[config.mk]
export PLATFORM = sky130hd
export DESIGN_NAME = joint_pd_effort_controller_flat
export DESIGN_NICKNAME = d
export VERILOG_FILES = /design/src/hw/rtl/jpd_pkg.sv /design/src/hw/rtl/jpd_if.sv /design/src/hw/rtl/jpd_div.sv /design/src/hw/rtl/jpd_datapath.sv /design/src/hw/rtl/jpd_ctrl.sv /design/src/hw/rtl/joint_pd_effort_controller.sv /design/src/flat_wrapper.sv
export SDC_FILE = /design/constraint.sdc
export NUM_CORES = 2
export LEC_CHECK = 0
export BUFFER_PORTS_ARGS = -buffer_cell sky130_fd_sc_hd__buf_2
export CAP_MARGIN = 15
export CORE_UTILIZATION = 35
export CTS_BUF_LIST = sky130_fd_sc_hd__clkbuf_4 sky130_fd_sc_hd__clkbuf_8 sky130_fd_sc_hd__clkbuf_16
export DETAILED_ROUTE_END_ITERATION = 16
export PLACE_DENSITY = 0.59
export SLEW_MARGIN = 40
export SYNTH_ARGS = -nofsm -noshare
export SYNTH_HDL_FRONTEND = slang
export SYNTH_HIERARCHICAL = 1
export SYNTH_SLANG_ARGS = --single-unit
[constraint.sdc]
create_clock -name clk -period 13.76 [get_ports clk]
set_clock_uncertainty 0.15 [all_clocks]
set_input_delay 2.064 -clock clk [delete_from_list [all_inputs] [get_ports clk]]
set_output_delay 2.064 -clock clk [all_outputs]
set_load 0.02 [all_outputs]
[src/hw/rtl/jpd_pkg.sv]
`timescale 1ns / 1ps
// Shared types, constants and helpers of the joint PD effort controller.
package jpd_pkg;

    localparam int GAIN_W     = 10;
    localparam int GAIN_SLOTS = 6;
    localparam int TABLE_W    = GAIN_W * GAIN_SLOTS;
    localparam int GATE_W     = 9;
    localparam int TICKS_W    = 16;
    localparam int CFG_IDX_W  = 3;
    localparam int CFG_DATA_W = TABLE_W;
    localparam int ACC_W      = 36;
    localparam int MUL_W      = 18;
    localparam int DIVD_W     = 32;
    localparam int DIVS_W     = TICKS_W + 1;
    localparam int QUO_W      = 16;

    localparam logic [TABLE_W-1:0] KP_RESET    = 60'd901600394609460000;
    localparam logic [TABLE_W-1:0] KD_RESET    = 60'd54096023676567600;
    localparam logic [GATE_W-1:0]  GATE_RESET  = 9'd205;
    localparam logic [GATE_W-1:0]  GATE_ONE    = 9'd256;
    localparam logic [TICKS_W-1:0] TICKS_RESET = 16'd1000;

    localparam logic signed [ACC_W-1:0] LP_HALF  = 36'sd128;
    localparam logic signed [ACC_W-1:0] PD_HALF  = 36'sd8;
    localparam logic signed [ACC_W-1:0] PD_MAX_A = 36'sd12288;
    localparam logic signed [ACC_W-1:0] PD_MIN_A = -36'sd12288;
    localparam logic signed [14:0]      PD_MAX   = 15'sd12288;
    localparam logic signed [14:0]      PD_MIN   = -15'sd12288;
    localparam logic signed [16:0]      SUM_MAX_W = 17'sd20480;
    localparam logic signed [16:0]      SUM_MIN_W = -17'sd20480;
    localparam logic signed [15:0]      SUM_MAX  = 16'sd20480;
    localparam logic signed [15:0]      SUM_MIN  = -16'sd20480;

    typedef enum logic [CFG_IDX_W-1:0] {
        CFG_KP_TABLE      = 3'd0,
        CFG_KD_TABLE      = 3'd1,
        CFG_VELOCITY_GATE = 3'd2,
        CFG_TORQUE_GATE   = 3'd3,
        CFG_RAMP_TICKS    = 3'd4
    } cfg_idx_t;

    typedef enum logic [2:0] {
        MAC_NONE,
        MAC_VEL_OLD,
        MAC_VEL_RAW,
        MAC_TRQ_OLD,
        MAC_TRQ_RAW,
        MAC_KP,
        MAC_KD,
        MAC_RAMP
    } mac_sel_t;

    typedef struct packed {
        logic [2:0]         joint;
        logic signed [15:0] meas_pos;
        logic signed [15:0] meas_vel;
        logic signed [15:0] meas_torque;
        logic signed [15:0] target_pos;
        logic signed [15:0] target_vel;
        logic signed [15:0] target_torque;
        logic               new_period;
        logic               restart;
    } sample_t;

    typedef struct packed {
        logic [2:0]         out_joint;
        logic signed [15:0] effort_cmd;
        logic signed [15:0] state_pos;
        logic signed [15:0] state_vel;
        logic signed [15:0] state_torque;
    } result_t;

    typedef struct packed {
        logic     capture;
        mac_sel_t mac_sel;
        logic     acc_add;
        logic     lat_fv;
        logic     lat_ft;
        logic     lat_pd;
        logic     lat_sum;
        logic     div_start;
        logic     load_out;
    } cmd_t;

    typedef struct packed {
        logic full_scale;
        logic div_done;
        logic out_free;
    } status_t;

    // Gain of one joint from a packed table; slots past the table read as zero.
    function automatic logic [GAIN_W-1:0] gain_of(input logic [TABLE_W-1:0] tbl,
                                                  input logic [2:0] j);
        logic [GAIN_W-1:0] g;
        g = '0;
        for (int s = 0; s < GAIN_SLOTS; s++) begin
            if (j == 3'(s))
            begin
                g = tbl[s*GAIN_W +: GAIN_W];
            end
        end
        return g;
    endfunction

endpackage

[src/hw/rtl/jpd_if.sv]
`timescale 1ns / 1ps
// Sample and command stream interfaces of the joint PD effort controller.
interface jpd_sample_if;
    logic               valid;
    logic               ready;
    logic [2:0]         joint;
    logic signed [15:0] meas_pos;
    logic signed [15:0] meas_vel;
    logic signed [15:0] meas_torque;
    logic signed [15:0] target_pos;
    logic signed [15:0] target_vel;
    logic signed [15:0] target_torque;
    logic               new_period;
    logic               restart;

    modport source (
        output valid, joint, meas_pos, meas_vel, meas_torque, target_pos,
               target_vel, target_torque, new_period, restart,
        input  ready
    );
    modport sink (
        input  valid, joint, meas_pos, meas_vel, meas_torque, target_pos,
               target_vel, target_torque, new_period, restart,
        output ready
    );
endinterface

interface jpd_command_if;
    logic               valid;
    logic               ready;
    logic [2:0]         out_joint;
    logic signed [15:0] effort_cmd;
    logic signed [15:0] state_pos;
    logic signed [15:0] state_vel;
    logic signed [15:0] state_torque;

    modport source (
        output valid, out_joint, effort_cmd, state_pos, state_vel, state_torque,
        input  ready
    );
    modport sink (
        input  valid, out_joint, effort_cmd, state_pos, state_vel, state_torque,
        output ready
    );
endinterface

[src/hw/rtl/jpd_div.sv]
`timescale 1ns / 1ps
// Restoring divider, two quotient bits per cycle, 16-bit quotient.
module jpd_div (
    input  logic                        clk,
    input  logic                        rst_n,
    input  logic                        start,
    input  logic [jpd_pkg::DIVD_W-1:0]  dividend,
    input  logic [jpd_pkg::DIVS_W-1:0]  divisor,
    output logic                        done,
    output logic [jpd_pkg::QUO_W-1:0]   quotient
);
    import jpd_pkg::*;

    localparam int STEPS = QUO_W / 2;
    localparam int CNT_W = $clog2(STEPS);

    // caller guarantees dividend[31:16] < divisor, so the quotient fits 16 bits
    logic [DIVS_W-1:0] rem_reg, rem_next;
    logic [DIVS_W-1:0] dsr_reg;
    logic [QUO_W-1:0]  num_reg;
    logic [QUO_W-1:0]  quo_reg;
    logic [CNT_W-1:0]  cnt_reg;
    logic              busy_reg;
    logic              done_reg;
    logic [DIVS_W:0]   t1, t2;
    logic [DIVS_W-1:0] r1;
    logic              q1, q2;

    always_comb
    begin
        t1 = {rem_reg, num_reg[QUO_W-1]};
        q1 = (t1 >= {1'b0, dsr_reg});
        r1 = q1 ? DIVS_W'(t1 - {1'b0, dsr_reg}) : t1[DIVS_W-1:0];
        t2 = {r1, num_reg[QUO_W-2]};
        q2 = (t2 >= {1'b0, dsr_reg});
        rem_next = q2 ? DIVS_W'(t2 - {1'b0, dsr_reg}) : t2[DIVS_W-1:0];
    end

    always_ff @(posedge clk or negedge rst_n)
    begin
        if (!rst_n)
        begin
            busy_reg <= 1'b0;
            done_reg <= 1'b0;
            cnt_reg  <= '0;
        end
        else
        begin
            done_reg <= 1'b0;
            if (start)
            begin
                busy_reg <= 1'b1;
                cnt_reg  <= '0;
            end
            else if (busy_reg)
            begin
                cnt_reg <= cnt_reg + 1'b1;
                if (cnt_reg == CNT_W'(STEPS - 1))
                begin
                    busy_reg <= 1'b0;
                    done_reg <= 1'b1;
                end
            end
        end
    end

    always_ff @(posedge clk)
    begin
        if (start)
        begin
            rem_reg <= {1'b0, dividend[DIVD_W-1:QUO_W]};
            num_reg <= dividend[QUO_W-1:0];
            dsr_reg <= divisor;
            quo_reg <= '0;
        end
        else if (busy_reg)
        begin
            rem_reg <= rem_next;
            num_reg <= {num_reg[QUO_W-3:0], 2'b00};
            quo_reg <= {quo_reg[QUO_W-3:0], q1, q2};
        end
    end

    assign done     = done_reg;
    assign quotient = quo_reg;

endmodule

[src/hw/rtl/jpd_datapath.sv]
`timescale 1ns / 1ps
// Datapath: config registers, filter stores, shared MAC, clamps, ramp scaling.
module jpd_datapath #(
    parameter int NUM_JOINTS = 6
) (
    input  logic                           clk,
    input  logic                           rst_n,
    input  jpd_pkg::cmd_t                  cmd,
    output jpd_pkg::status_t               status,
    input  jpd_pkg::sample_t               sample,
    input  logic                           cfg_we,
    input  logic [jpd_pkg::CFG_IDX_W-1:0]  cfg_index,
    input  logic [jpd_pkg::CFG_DATA_W-1:0] cfg_data,
    output logic                           out_valid,
    input  logic                           out_ready,
    output jpd_pkg::result_t               result
);
    import jpd_pkg::*;

    localparam int IDX_W = (NUM_JOINTS > 1) ? $clog2(NUM_JOINTS) : 1;

    // configuration
    logic [TABLE_W-1:0] kp_reg, kd_reg;
    logic [GATE_W-1:0]  vgate_reg, tgate_reg;
    logic [TICKS_W-1:0] ticks_reg;

    // per-item state
    sample_t            sample_reg;
    logic [TICKS_W-1:0] ramp_reg, ramp_next;
    logic signed [15:0] vel_store_reg [NUM_JOINTS];
    logic signed [15:0] trq_store_reg [NUM_JOINTS];
    logic signed [ACC_W-1:0] acc_reg, acc_next;
    logic signed [15:0] fv_reg, ft_reg;
    logic signed [14:0] pd_reg, pd_next;
    logic signed [15:0] sum_reg, sum_next;
    logic               out_valid_reg;
    result_t            result_reg, result_next;

    logic               joint_ok;
    logic [IDX_W-1:0]   idx;
    logic signed [15:0] old_vel, old_trq;
    logic [GATE_W-1:0]  vg, tg;
    logic signed [16:0] perr, verr;
    logic signed [MUL_W-1:0] mac_a, mac_b;
    logic signed [ACC_W-1:0] prod;
    logic signed [ACC_W-1:0] lp_round, pd_round;
    logic signed [16:0] sum_wide;
    logic [14:0]        mag;
    logic               full_scale;
    logic               div_done;
    logic [QUO_W-1:0]   quo;
    logic [DIVD_W-1:0]  dividend;
    logic signed [15:0] ramped;

    assign joint_ok = (32'(sample_reg.joint) < NUM_JOINTS);
    assign idx      = IDX_W'(sample_reg.joint);
    assign old_vel  = joint_ok ? vel_store_reg[idx] : '0;
    assign old_trq  = joint_ok ? trq_store_reg[idx] : '0;

    // gate above one saturates to one
    assign vg = (vgate_reg > GATE_ONE) ? GATE_ONE : vgate_reg;
    assign tg = (tgate_reg > GATE_ONE) ? GATE_ONE : tgate_reg;

    assign perr = {sample_reg.target_pos[15], sample_reg.target_pos}
                - {sample_reg.meas_pos[15], sample_reg.meas_pos};
    assign verr = {sample_reg.target_vel[15], sample_reg.target_vel}
                - {fv_reg[15], fv_reg};

    assign mag = sum_reg[15] ? 15'(-sum_reg) : sum_reg[14:0];

    // shared multiplier operand select
    always_comb
    begin
        unique case (cmd.mac_sel)
            MAC_NONE:
            begin
                mac_a = '0;
                mac_b = '0;
            end
            MAC_VEL_OLD:
            begin
                mac_a = {9'd0, vg};
                mac_b = {{2{old_vel[15]}}, old_vel};
            end
            MAC_VEL_RAW:
            begin
                mac_a = {9'd0, 9'(GATE_ONE - vg)};
                mac_b = {{2{sample_reg.meas_vel[15]}}, sample_reg.meas_vel};
            end
            MAC_TRQ_OLD:
            begin
                mac_a = {9'd0, tg};
                mac_b = {{2{old_trq[15]}}, old_trq};
            end
            MAC_TRQ_RAW:
            begin
                mac_a = {9'd0, 9'(GATE_ONE - tg)};
                mac_b = {{2{sample_reg.meas_torque[15]}}, sample_reg.meas_torque};
            end
            MAC_KP:
            begin
                mac_a = {8'd0, gain_of(kp_reg, sample_reg.joint)};
                mac_b = {perr[16], perr};
            end
            MAC_KD:
            begin
                mac_a = {8'd0, gain_of(kd_reg, sample_reg.joint)};
                mac_b = {verr[16], verr};
            end
            MAC_RAMP:
            begin
                mac_a = {3'd0, mag};
                mac_b = {2'd0, ramp_reg};
            end
        endcase
    end

    assign prod     = mac_a * mac_b;
    assign acc_next = cmd.acc_add ? acc_reg + prod : prod;

    // round half up, then clamp the PD term
    assign lp_round = (acc_reg + LP_HALF) >>> 8;
    assign pd_round = (acc_reg + PD_HALF) >>> 4;

    always_comb
    begin
        if (pd_round > PD_MAX_A)
        begin
            pd_next = PD_MAX;
        end
        else if (pd_round < PD_MIN_A)
        begin
            pd_next = PD_MIN;
        end
        else
        begin
            pd_next = pd_round[14:0];
        end
    end

    assign sum_wide = {{2{pd_reg[14]}}, pd_reg}
                    + {sample_reg.target_torque[15], sample_reg.target_torque};

    always_comb
    begin
        if (sum_wide > SUM_MAX_W)
        begin
            sum_next = SUM_MAX;
        end
        else if (sum_wide < SUM_MIN_W)
        begin
            sum_next = SUM_MIN;
        end
        else
        begin
            sum_next = sum_wide[15:0];
        end
    end

    // ramp count update at capture; restart wins
    always_comb
    begin
        ramp_next = ramp_reg;
        if (sample.restart)
        begin
            ramp_next = '0;
        end
        else if (sample.new_period && (ramp_reg < ticks_reg))
        begin
            ramp_next = ramp_reg + 1'b1;
        end
    end

    assign full_scale = (ticks_reg == '0) || (ramp_reg >= ticks_reg);

    // (2*mag*count + ticks) / (2*ticks), rounding half away from zero
    assign dividend = {acc_reg[DIVD_W-2:0], 1'b0} + {{(DIVD_W-TICKS_W){1'b0}}, ticks_reg};

    jpd_div u_div (
        .clk      (clk),
        .rst_n    (rst_n),
        .start    (cmd.div_start),
        .dividend (dividend),
        .divisor  ({ticks_reg, 1'b0}),
        .done     (div_done),
        .quotient (quo)
    );

    assign ramped = full_scale ? sum_reg : (sum_reg[15] ? 16'(-quo) : quo);

    always_comb
    begin
        result_next.out_joint    = sample_reg.joint;
        result_next.state_pos    = sample_reg.meas_pos;
        result_next.effort_cmd   = joint_ok ? ramped : '0;
        result_next.state_vel    = joint_ok ? fv_reg : '0;
        result_next.state_torque = joint_ok ? ft_reg : '0;
    end

    // configuration registers
    always_ff @(posedge clk or negedge rst_n)
    begin
        if (!rst_n)
        begin
            kp_reg    <= KP_RESET;
            kd_reg    <= KD_RESET;
            vgate_reg <= GATE_RESET;
            tgate_reg <= GATE_RESET;
            ticks_reg <= TICKS_RESET;
        end
        else if (cfg_we)
        begin
            unique case (cfg_idx_t'(cfg_index))
                CFG_KP_TABLE:      kp_reg    <= cfg_data;
                CFG_KD_TABLE:      kd_reg    <= cfg_data;
                CFG_VELOCITY_GATE: vgate_reg <= cfg_data[GATE_W-1:0];
                CFG_TORQUE_GATE:   tgate_reg <= cfg_data[GATE_W-1:0];
                CFG_RAMP_TICKS:    ticks_reg <= cfg_data[TICKS_W-1:0];
                default: ;
            endcase
        end
    end

    // control-side state: ramp, filter stores, output valid
    always_ff @(posedge clk or negedge rst_n)
    begin
        if (!rst_n)
        begin
            ramp_reg      <= '0;
            out_valid_reg <= 1'b0;
            for (int i = 0; i < NUM_JOINTS; i++)
            begin
                vel_store_reg[i] <= '0;
                trq_store_reg[i] <= '0;
            end
        end
        else
        begin
            if (cmd.capture)
            begin
                ramp_reg <= ramp_next;
            end
            if (cmd.lat_fv && joint_ok)
            begin
                vel_store_reg[idx] <= lp_round[15:0];
            end
            if (cmd.lat_ft && joint_ok)
            begin
                trq_store_reg[idx] <= lp_round[15:0];
            end
            if (cmd.load_out)
            begin
                out_valid_reg <= 1'b1;
            end
            else if (out_ready)
            begin
                out_valid_reg <= 1'b0;
            end
        end
    end

    // payload registers
    always_ff @(posedge clk)
    begin
        if (cmd.capture)
        begin
            sample_reg <= sample;
        end
        if (cmd.mac_sel != MAC_NONE)
        begin
            acc_reg <= acc_next;
        end
        if (cmd.lat_fv)
        begin
            fv_reg <= lp_round[15:0];
        end
        if (cmd.lat_ft)
        begin
            ft_reg <= lp_round[15:0];
        end
        if (cmd.lat_pd)
        begin
            pd_reg <= pd_next;
        end
        if (cmd.lat_sum)
        begin
            sum_reg <= sum_next;
        end
        if (cmd.load_out)
        begin
            result_reg <= result_next;
        end
    end

    assign status.full_scale = full_scale;
    assign status.div_done   = div_done;
    assign status.out_free   = !out_valid_reg || out_ready;
    assign out_valid         = out_valid_reg;
    assign result            = result_reg;

endmodule

[src/hw/rtl/jpd_ctrl.sv]
`timescale 1ns / 1ps
// Sequencer that steps one sample through the datapath.
module jpd_ctrl (
    input  logic             clk,
    input  logic             rst_n,
    input  logic             in_valid,
    output logic             in_ready,
    input  jpd_pkg::status_t status,
    output jpd_pkg::cmd_t    cmd
);
    import jpd_pkg::*;

    typedef enum logic [12:0] {
        ST_IDLE = 13'b0000000000001,
        ST_V0   = 13'b0000000000010,
        ST_V1   = 13'b0000000000100,
        ST_T0   = 13'b0000000001000,
        ST_T1   = 13'b0000000010000,
        ST_P0   = 13'b0000000100000,
        ST_P1   = 13'b0000001000000,
        ST_S0   = 13'b0000010000000,
        ST_S1   = 13'b0000100000000,
        ST_R0   = 13'b0001000000000,
        ST_R1   = 13'b0010000000000,
        ST_DIV  = 13'b0100000000000,
        ST_DONE = 13'b1000000000000
    } state_t;

    state_t state_reg, state_next;

    always_comb
    begin
        state_next = state_reg;
        cmd        = '0;
        cmd.mac_sel = MAC_NONE;
        in_ready   = 1'b0;
        unique case (state_reg)
            ST_IDLE:
            begin
                in_ready = 1'b1;
                if (in_valid)
                begin
                    cmd.capture = 1'b1;
                    state_next  = ST_V0;
                end
            end
            ST_V0:
            begin
                cmd.mac_sel = MAC_VEL_OLD;
                state_next  = ST_V1;
            end
            ST_V1:
            begin
                cmd.mac_sel = MAC_VEL_RAW;
                cmd.acc_add = 1'b1;
                state_next  = ST_T0;
            end
            ST_T0:
            begin
                cmd.lat_fv  = 1'b1;
                cmd.mac_sel = MAC_TRQ_OLD;
                state_next  = ST_T1;
            end
            ST_T1:
            begin
                cmd.mac_sel = MAC_TRQ_RAW;
                cmd.acc_add = 1'b1;
                state_next  = ST_P0;
            end
            ST_P0:
            begin
                cmd.lat_ft  = 1'b1;
                cmd.mac_sel = MAC_KP;
                state_next  = ST_P1;
            end
            ST_P1:
            begin
                cmd.mac_sel = MAC_KD;
                cmd.acc_add = 1'b1;
                state_next  = ST_S0;
            end
            ST_S0:
            begin
                cmd.lat_pd = 1'b1;
                state_next = ST_S1;
            end
            ST_S1:
            begin
                cmd.lat_sum = 1'b1;
                state_next  = status.full_scale ? ST_DONE : ST_R0;
            end
            ST_R0:
            begin
                cmd.mac_sel = MAC_RAMP;
                state_next  = ST_R1;
            end
            ST_R1:
            begin
                cmd.div_start = 1'b1;
                state_next    = ST_DIV;
            end
            ST_DIV:
            begin
                if (status.div_done)
                begin
                    state_next = ST_DONE;
                end
            end
            ST_DONE:
            begin
                if (status.out_free)
                begin
                    cmd.load_out = 1'b1;
                    state_next   = ST_IDLE;
                end
            end
            default:
            begin
                state_next = ST_IDLE;
            end
        endcase
    end

    always_ff @(posedge clk or negedge rst_n)
    begin
        if (!rst_n)
        begin
            state_reg <= ST_IDLE;
        end
        else
        begin
            state_reg <= state_next;
        end
    end

endmodule

[src/hw/rtl/joint_pd_effort_controller.sv]
`timescale 1ns / 1ps
// Top level of the joint PD effort controller.
//
// One sample transfer in gives one command transfer out. Per sample the block
// low-pass filters velocity and torque with per-joint state, forms the PD
// effort from the position and filtered velocity errors (clamped to +-12.0),
// adds the target torque (clamped to +-20.0) and scales it by the soft-start
// ramp count / ramp_ticks. Work runs on one shared 18x18 multiply-accumulate
// unit and a 2-bit-per-cycle divider, one sample at a time. When the ramp is
// at full scale the sum goes straight to the output register; while the ramp
// is still rising the sequencer first runs the ramp multiply and the divider.
// The result sits in an output register, so the next sample is accepted as
// soon as the sequencer is back in idle even if the previous command has not
// been taken; a sample only waits at the end of its run if that register is
// still occupied.
// Registers are written through cfg_we/cfg_index/cfg_data; the user must write
// them only while no sample is in flight: the block itself does not enforce it.
// A joint index at or above NUM_JOINTS leaves the filters alone and returns
// zero effort and zero filtered state; the ramp still advances.
module joint_pd_effort_controller #(
    parameter int NUM_JOINTS = 6
) (
    input  logic                            clk,
    input  logic                            rst_n,
    jpd_sample_if.sink                      samples,
    jpd_command_if.source                   commands,
    input  logic                            cfg_we,
    input  logic [jpd_pkg::CFG_IDX_W-1:0]   cfg_index,
    input  logic [jpd_pkg::CFG_DATA_W-1:0]  cfg_data
);
    import jpd_pkg::*;

    cmd_t    cmd;
    status_t status;
    sample_t sample;
    result_t result;
    logic    out_valid;
    logic    in_ready;

    // pack the incoming transfer
    always_comb
    begin
        sample.joint         = samples.joint;
        sample.meas_pos      = samples.meas_pos;
        sample.meas_vel      = samples.meas_vel;
        sample.meas_torque   = samples.meas_torque;
        sample.target_pos    = samples.target_pos;
        sample.target_vel    = samples.target_vel;
        sample.target_torque = samples.target_torque;
        sample.new_period    = samples.new_period;
        sample.restart       = samples.restart;
    end

    assign samples.ready = in_ready;

    // sequencer
    jpd_ctrl u_ctrl (
        .clk      (clk),
        .rst_n    (rst_n),
        .in_valid (samples.valid),
        .in_ready (in_ready),
        .status   (status),
        .cmd      (cmd)
    );

    // arithmetic, state and config
    jpd_datapath #(
        .NUM_JOINTS (NUM_JOINTS)
    ) u_datapath (
        .clk       (clk),
        .rst_n     (rst_n),
        .cmd       (cmd),
        .status    (status),
        .sample    (sample),
        .cfg_we    (cfg_we),
        .cfg_index (cfg_index),
        .cfg_data  (cfg_data),
        .out_valid (out_valid),
        .out_ready (commands.ready),
        .result    (result)
    );

    // unpack the outgoing transfer
    assign commands.valid        = out_valid;
    assign commands.out_joint    = result.out_joint;
    assign commands.effort_cmd   = result.effort_cmd;
    assign commands.state_pos    = result.state_pos;
    assign commands.state_vel    = result.state_vel;
    assign commands.state_torque = result.state_torque;

`ifndef SYNTH
    // command never leaves the +-20.0 band
    a_effort_range: assert property (@(posedge clk) disable iff (!rst_n)
        commands.valid |-> (commands.effort_cmd <= 16'sd20480 &&
                            commands.effort_cmd >= -16'sd20480))
        else $error("effort_cmd out of range");

    // unknown joint gives zero command and zero filtered state
    a_bad_joint_zero: assert property (@(posedge clk) disable iff (!rst_n)
        (commands.valid && (32'(commands.out_joint) >= NUM_JOINTS)) |->
            (commands.effort_cmd == '0 && commands.state_vel == '0 &&
             commands.state_torque == '0))
        else $error("out-of-range joint produced nonzero output");

    // one sample in flight: accept drops ready on the next cycle
    a_one_in_flight: assert property (@(posedge clk) disable iff (!rst_n)
        (samples.valid && samples.ready) |=> !samples.ready)
        else $error("second sample accepted while busy");
`endif

endmodule
[src/flat_wrapper.sv]
// flat-port wrapper written by rule: the top's interface ports become plain ports
module joint_pd_effort_controller_flat import jpd_pkg::*;
#(
    parameter int NUM_JOINTS = 6
)
  (clk, rst_n, cfg_we, cfg_index, cfg_data, samples_valid, samples_joint, samples_meas_pos, samples_meas_vel, samples_meas_torque, samples_target_pos, samples_target_vel, samples_target_torque, samples_new_period, samples_restart, samples_ready, commands_valid, commands_out_joint, commands_effort_cmd, commands_state_pos, commands_state_vel, commands_state_torque, commands_ready);
  jpd_sample_if samples_i ();
  jpd_command_if commands_i ();
  input  logic clk;
  input  logic rst_n;
  input  logic cfg_we;
  input  logic [jpd_pkg::CFG_IDX_W-1:0] cfg_index;
  input  logic [jpd_pkg::CFG_DATA_W-1:0] cfg_data;
  input wire logic [$bits(samples_i.valid)-1:0] samples_valid;
  input wire logic [$bits(samples_i.joint)-1:0] samples_joint;
  input wire logic [$bits(samples_i.meas_pos)-1:0] samples_meas_pos;
  input wire logic [$bits(samples_i.meas_vel)-1:0] samples_meas_vel;
  input wire logic [$bits(samples_i.meas_torque)-1:0] samples_meas_torque;
  input wire logic [$bits(samples_i.target_pos)-1:0] samples_target_pos;
  input wire logic [$bits(samples_i.target_vel)-1:0] samples_target_vel;
  input wire logic [$bits(samples_i.target_torque)-1:0] samples_target_torque;
  input wire logic [$bits(samples_i.new_period)-1:0] samples_new_period;
  input wire logic [$bits(samples_i.restart)-1:0] samples_restart;
  output wire logic [$bits(samples_i.ready)-1:0] samples_ready;
  output wire logic [$bits(commands_i.valid)-1:0] commands_valid;
  output wire logic [$bits(commands_i.out_joint)-1:0] commands_out_joint;
  output wire logic [$bits(commands_i.effort_cmd)-1:0] commands_effort_cmd;
  output wire logic [$bits(commands_i.state_pos)-1:0] commands_state_pos;
  output wire logic [$bits(commands_i.state_vel)-1:0] commands_state_vel;
  output wire logic [$bits(commands_i.state_torque)-1:0] commands_state_torque;
  input wire logic [$bits(commands_i.ready)-1:0] commands_ready;
  assign samples_i.valid = samples_valid;
  assign samples_i.joint = samples_joint;
  assign samples_i.meas_pos = samples_meas_pos;
  assign samples_i.meas_vel = samples_meas_vel;
  assign samples_i.meas_torque = samples_meas_torque;
  assign samples_i.target_pos = samples_target_pos;
  assign samples_i.target_vel = samples_target_vel;
  assign samples_i.target_torque = samples_target_torque;
  assign samples_i.new_period = samples_new_period;
  assign samples_i.restart = samples_restart;
  assign samples_ready = samples_i.ready;
  assign commands_valid = commands_i.valid;
  assign commands_out_joint = commands_i.out_joint;
  assign commands_effort_cmd = commands_i.effort_cmd;
  assign commands_state_pos = commands_i.state_pos;
  assign commands_state_vel = commands_i.state_vel;
  assign commands_state_torque = commands_i.state_torque;
  assign commands_i.ready = commands_ready;
  joint_pd_effort_controller #(.NUM_JOINTS(NUM_JOINTS)) u_core (.clk(clk), .rst_n(rst_n), .samples(samples_i), .commands(commands_i), .cfg_we(cfg_we), .cfg_index(cfg_index), .cfg_data(cfg_data));
endmodule
---- Word-level counts from Yosys, hierarchy flattened ----
Cells that the tools add are included.
Widths: inputs -> output; s select.
word-level totals
  bits in registers ....................... 711
  bits of input ports ..................... 169
  output and inout port bits .............. 69
operators by class
  $add $sub $neg .......................... 15
  $mul .................................... 1
  magnitude comparators ................... 13
  equal/unequal tests ..................... 33
  multiplexer cells ....................... 69
  bitwise gates (word level) .............. 1
  reductions and logical operators ........ 25
operators with widths
  cell                   number
  $pmux 18 s8            2
  $mux 16                16
  $bwmux 96              2
  $pmux 13 s13           1
  $mux 10                12
  $bmux 16 s3            2
  $mux 13                4
  $demux 16 s3           1
  $add 36x36->36         1
  $add 36x5->36 const B  1
  $ge 18x17->1           2
  $mul 18x18->36         1
  $mux 36                1
  $mux 17                2
  $sub 16x16->17         2
  $sub 17x17->17         2
  $add 32x16->32         1
  $gt 32x15->1 const B   1
  $lt 32x15->1 const B   1
  $mux 15                2
  $add 24x9->24 const B  1
  $eq 3x3->1 const B     8
  $pmux 3 s7             1
  $mux 1                 19
  45 further kinds       71

---- Logic depth before layout (Yosys ltp) ----
  depth after elaboration ................. 11
  mapped depth ............................ 50
  depth with buffers taken out ............ 46

---- Cells and area by module ----
Netlist, hierarchy kept.
modules (own cells, without submodules)
  module        instances  cells each  area an instance (um^2)  sequential area each (um^2)
  jpd_datapath  1          4167        42848.6                  17098.9
  jpd_div       1          461         4744.6                   1936.9
  jpd_ctrl      1          99          865.8                    326.6

---- Worst setup path after synthesis ----
Ideal clock, no wire load.
  path type ............................... reg-to-reg
  start ................................... reg u_core.u_ctrl.state_reg[4]
  end ..................................... reg u_core.u_datapath.acc_reg[31] (data pin)
  arrival ................................. 10.777 ns
  data required time ...................... 13.350 ns
  path slack .............................. 2.573 ns
  stages on the path, launching flop included .. 43
  path buffers ............................ 3
  period minus slack after synthesis ...... 11.187 ns
  cell sequence ........................... dfrtp_1 -> buf_2 -> or4_1 -> o311ai_1 -> nor3b_2 -> buf_2 -> a31oi_1 -> ha_1 -> and2_1 -> nand2_1 -> xnor2_1 -> a2111oi_1 -> nor2_1 -> fa_1 -> inv_1 -> fa_1 -> fa_1 -> fa_1 -> [7 not listed] -> o21ai_0 -> o21ai_0 -> o21ai_0 -> a21o_1 -> a21oi_1 -> xnor2_1 -> ha_1 -> clkbuf_1 -> a211oi_1 -> o21ai_0 -> a211oi_1 -> o21bai_1 -> a2111oi_2 -> o31ai_1 -> or2_1 -> a21oi_1 -> xnor2_1 -> mux2_2
RTL lines
  what                      line                 RTL
  start: declaration        jpd_ctrl.sv:29       state_t state_reg, state_next;
  start signal: assignment  jpd_ctrl.sv:132      state_reg <= state_next;
  end signal: assignment    jpd_datapath.sv:271  acc_reg <= acc_next;
  end: declaration          jpd_datapath.sv:32   logic signed [ACC_W-1:0] acc_reg, acc_next;

==> impl_metrics.csv <==
group,metric,value,unit
synth,synth.lib_cells_used.distinct,109,
critical_path,cp.required,14.03,ns
synth,synth-seq-cells,712,
placement,dp_hpwl,112000,um
clock_tree,cts_buffer_depth,3,
route,drc,0,
floorplanning,placeableCoreArea,137000,um2
global_routing,grt-ovfl-total,0,
timing,slew_headroom,0.423,
clock_tree,numCtsBuffers,83,
critical_path,cp_common_cell,"fa_1",
power_and_ir_drop,pwr_density_cell,132,nW/um2
clock_tree,post_cts_resized,0,
timing,rsz0062_at_grt,"false",
timing,fmaxAchievable,0.0800,GHz
route,first_iter_violations,3117,
critical_path,cp-end-kind,"flip-flop",
finish,area_delta_synth_final,13.2,%
critical_path,cp_slowest_cell,"a2111oi_4",
timing,period_share,0.908,
floorplanning,chipWidth,374,um
finish,final_nets,5579,
placement,placed_cells,6614,
route,wire_per_inst,21.5,um
synth,synthFlopType,"dfrtp_1",
floorplanning,die-area,140000,um2
clock_tree,cts.root.buffer_cell,"clkbuf_16",
floorplanning,initial_core_util,0.352,
clock_tree,insertion_delay,0.70,ns
global_routing,grt_first_pass_wirelength,222000,um
floorplanning,rows,136,
finish,instances_no_fill,6770,
clock_tree,cts-htree-levels,3,
route,via_count,36139,
global_routing,track_usage,0.206,
clock_tree,cts_tree,"yes",
route,finalWirelength,146000,um
floorplanning,ios,238,
clock_tree,cts_hold_buf,0,
clock_tree,cts.clk_slew.worst_paths,0.06,ns
placement,routabilityCongestion,0.957,
route,ant_nets,0,
worst_hold_path,hp-class,"flip-flop to flip-flop",
critical_path,critPathMaxStageDelay,0.78,ns
timing,hold_violations,0,
synth,synth_edf_count,314,
synth,syn_inst,4727,
timing,final.min_clock_period,12.49,ns
synth,synth_warnings,6,
timing,final_max_slew_viol_count,0,
clock_tree,cts_num_sinks,712,
synth,yosys-top-cells-area,"edfxtp_1 19%, dfrtp_1 17%, fa_1 8.9%",
placement,placed_cell_area,52000,um2
synth,yosysTopAreaCell,"edfxtp_1",
floorplanning,die_h,374,um
global_routing,antenna_found_initial,11,
synth,ys_seq_area_frac,0.400,
route,vias_per_cell,5.34,
timing,worst_pin_slew,0.866,ns
power_and_ir_drop,peakVddDrop,0.102,mV
critical_path,crit_fanout,13,
clock_tree,post_cts_buffers,0,
run,maxCapViolCount,0,
synth,synth_top_area_share,0.195,
global_routing,grt_max_degree,81,
timing,fin_tns_setup,0,ns
power_and_ir_drop,power.total,7.24,mW
finish,final_area,54900,um2
timing,finalHoldWorstSlack,0.300,ns
route,first_pass_iters,7,
synth,syn_avg_cell_area,10.3,um2
synth,async_flop_share,0.535,
status,run_status,"completed",
global_routing,grt_pass1_vias,35814,
critical_path,worstSetupPathType,"flip-flop to flip-flop",
critical_path,start_kind,"flip-flop",
timing,setup_viol,0,
placement,io_buffers,237,
finish,drive_gt1_frac,0.180,
synth,netlist_area,48500,um2
power_and_ir_drop,p_leak,23.7,nW
critical_path,arrival,12.76,ns
-- cell families (layout without fill, tap and decap cells) --
group                    count (synthesis)  after routing  share of synthesized area
AND/OR/NAND/NOR                       1331           1331                      0.130
AO/OA/AOI/OAI                          934            934                      0.121
flip-flops                             712            712                      0.400
buffers and inverters                  677            920                     0.0546
adder cells (fa/ha/maj)                503            503                      0.163
multiplexers                           357            357                     0.0928
XOR/XNOR                               211            211                     0.0381
other                                    2              8                   0.000155
-- stage by stage --
step           setup WS (ns)   util
2_1_floorplan           2.57      -
3_3_place_gp            1.75  0.377
3_5_place_dp            1.49  0.378
4_1_cts                 1.42  0.398
5_1_grt                0.607  0.399
6_report                1.27  0.399
-- cell type report --
class	count	area, um2
diodes	2	5.00
clock buffers	113	2400
clock inverters	39	408
fillers	13232	82600
inverters	440	1650
multi-input cells	3342	26800
flip-flops and latches	712	19400
well taps	1794	2240
repair buffers	328	2020
-- cells in the final DEF (no fill, tap or decap), types with 76 or more instances in the layout --
cell	instances
fa_1	215
nor2_1	423
xnor2_1	145
buf_4	76
edfxtp_1	314
dfrtp_1	334
nand2_1	380
a21oi_1	304
ha_1	288
inv_1	437
mux2i_1	96
buf_2	238
o21ai_0	242
clkbuf_16	85
nand3_1	84
mux2_2	206
-- cell usage after synthesis, types with 37 or more instances --
library cell and instances:
nor3_1 81, ha_1 288, a21oi_1 304, a211oi_1 40
xnor2_1 145, nor2b_1 39, a21o_1 52, dfrtp_1 334
and2_1 50, xor2_1 66, nand4_1 37, dfstp_2 47
o21ai_0 244, nand2_1 381, fa_1 215, nand2b_1 49
mux2_2 206, mux2i_1 97, inv_1 437, edfxtp_1 314
mux4_2 53, clkbuf_1 170, nand3_1 84, nor2_1 429
-- power breakdown --
group          total, mW  switching [mW]  internal [mW]  leakage (nW)
clock               2.26           0.946           1.31          1.39
sequential          2.88           0.288           2.60          7.96
combinational       2.10            1.29          0.800          14.4
-- critical path, delay by kind of cell (launching register included) --
kind | cells | cell delay [ns]
buffers and inverters | 5 | 0.50
XOR/XNOR | 3 | 0.44
AND/OR/NAND/NOR | 6 | 2.03
AO/OA/AOI/OAI | 18 | 4.57
multiplexers | 1 | 0.19
adder cells (fa/ha/maj) | 8 | 3.81
flip-flops | 1 | 0.50
-- routing by layer --
metal,vias up,GRT usage,part of all wire
met1,17957,0.278,0.44
met3,213,0.0328,0.058
li1,16888,-,-
met2,1073,0.337,0.47
met5,-,0,0.00034
met4,8,0.0667,0.031
-- path summary, 6_finish.rpt --
| check | from | endpoint | slack (ns) | cells past startpoint |
|---|---|---|---|---|
| hold reg to reg | u_core/u_datapath/result_next[35] | u_core/u_datapath/result[35] | 0.30 | 0 |
| min in group asynchronous | rst_n | u_core/u_datapath/vel_store_reg[0] | 1.15 | 1 |
| setup reg to reg | u_core/u_ctrl/state_reg[4] | u_core/u_datapath/acc_reg[35] | 1.27 | 41 |
| hold / removal | u_core/u_datapath/result_next[35] | u_core/u_datapath/result[35] | 0.30 | 0 |
| setup / recovery | u_core/u_ctrl/state_reg[4] | u_core/u_datapath/acc_reg[35] | 1.27 | 41 |
| max in group asynchronous | rst_n | u_core/u_datapath/u_div/done | 10.55 | 3 |
No activity file was read; power rests on OpenSTA's default activity.
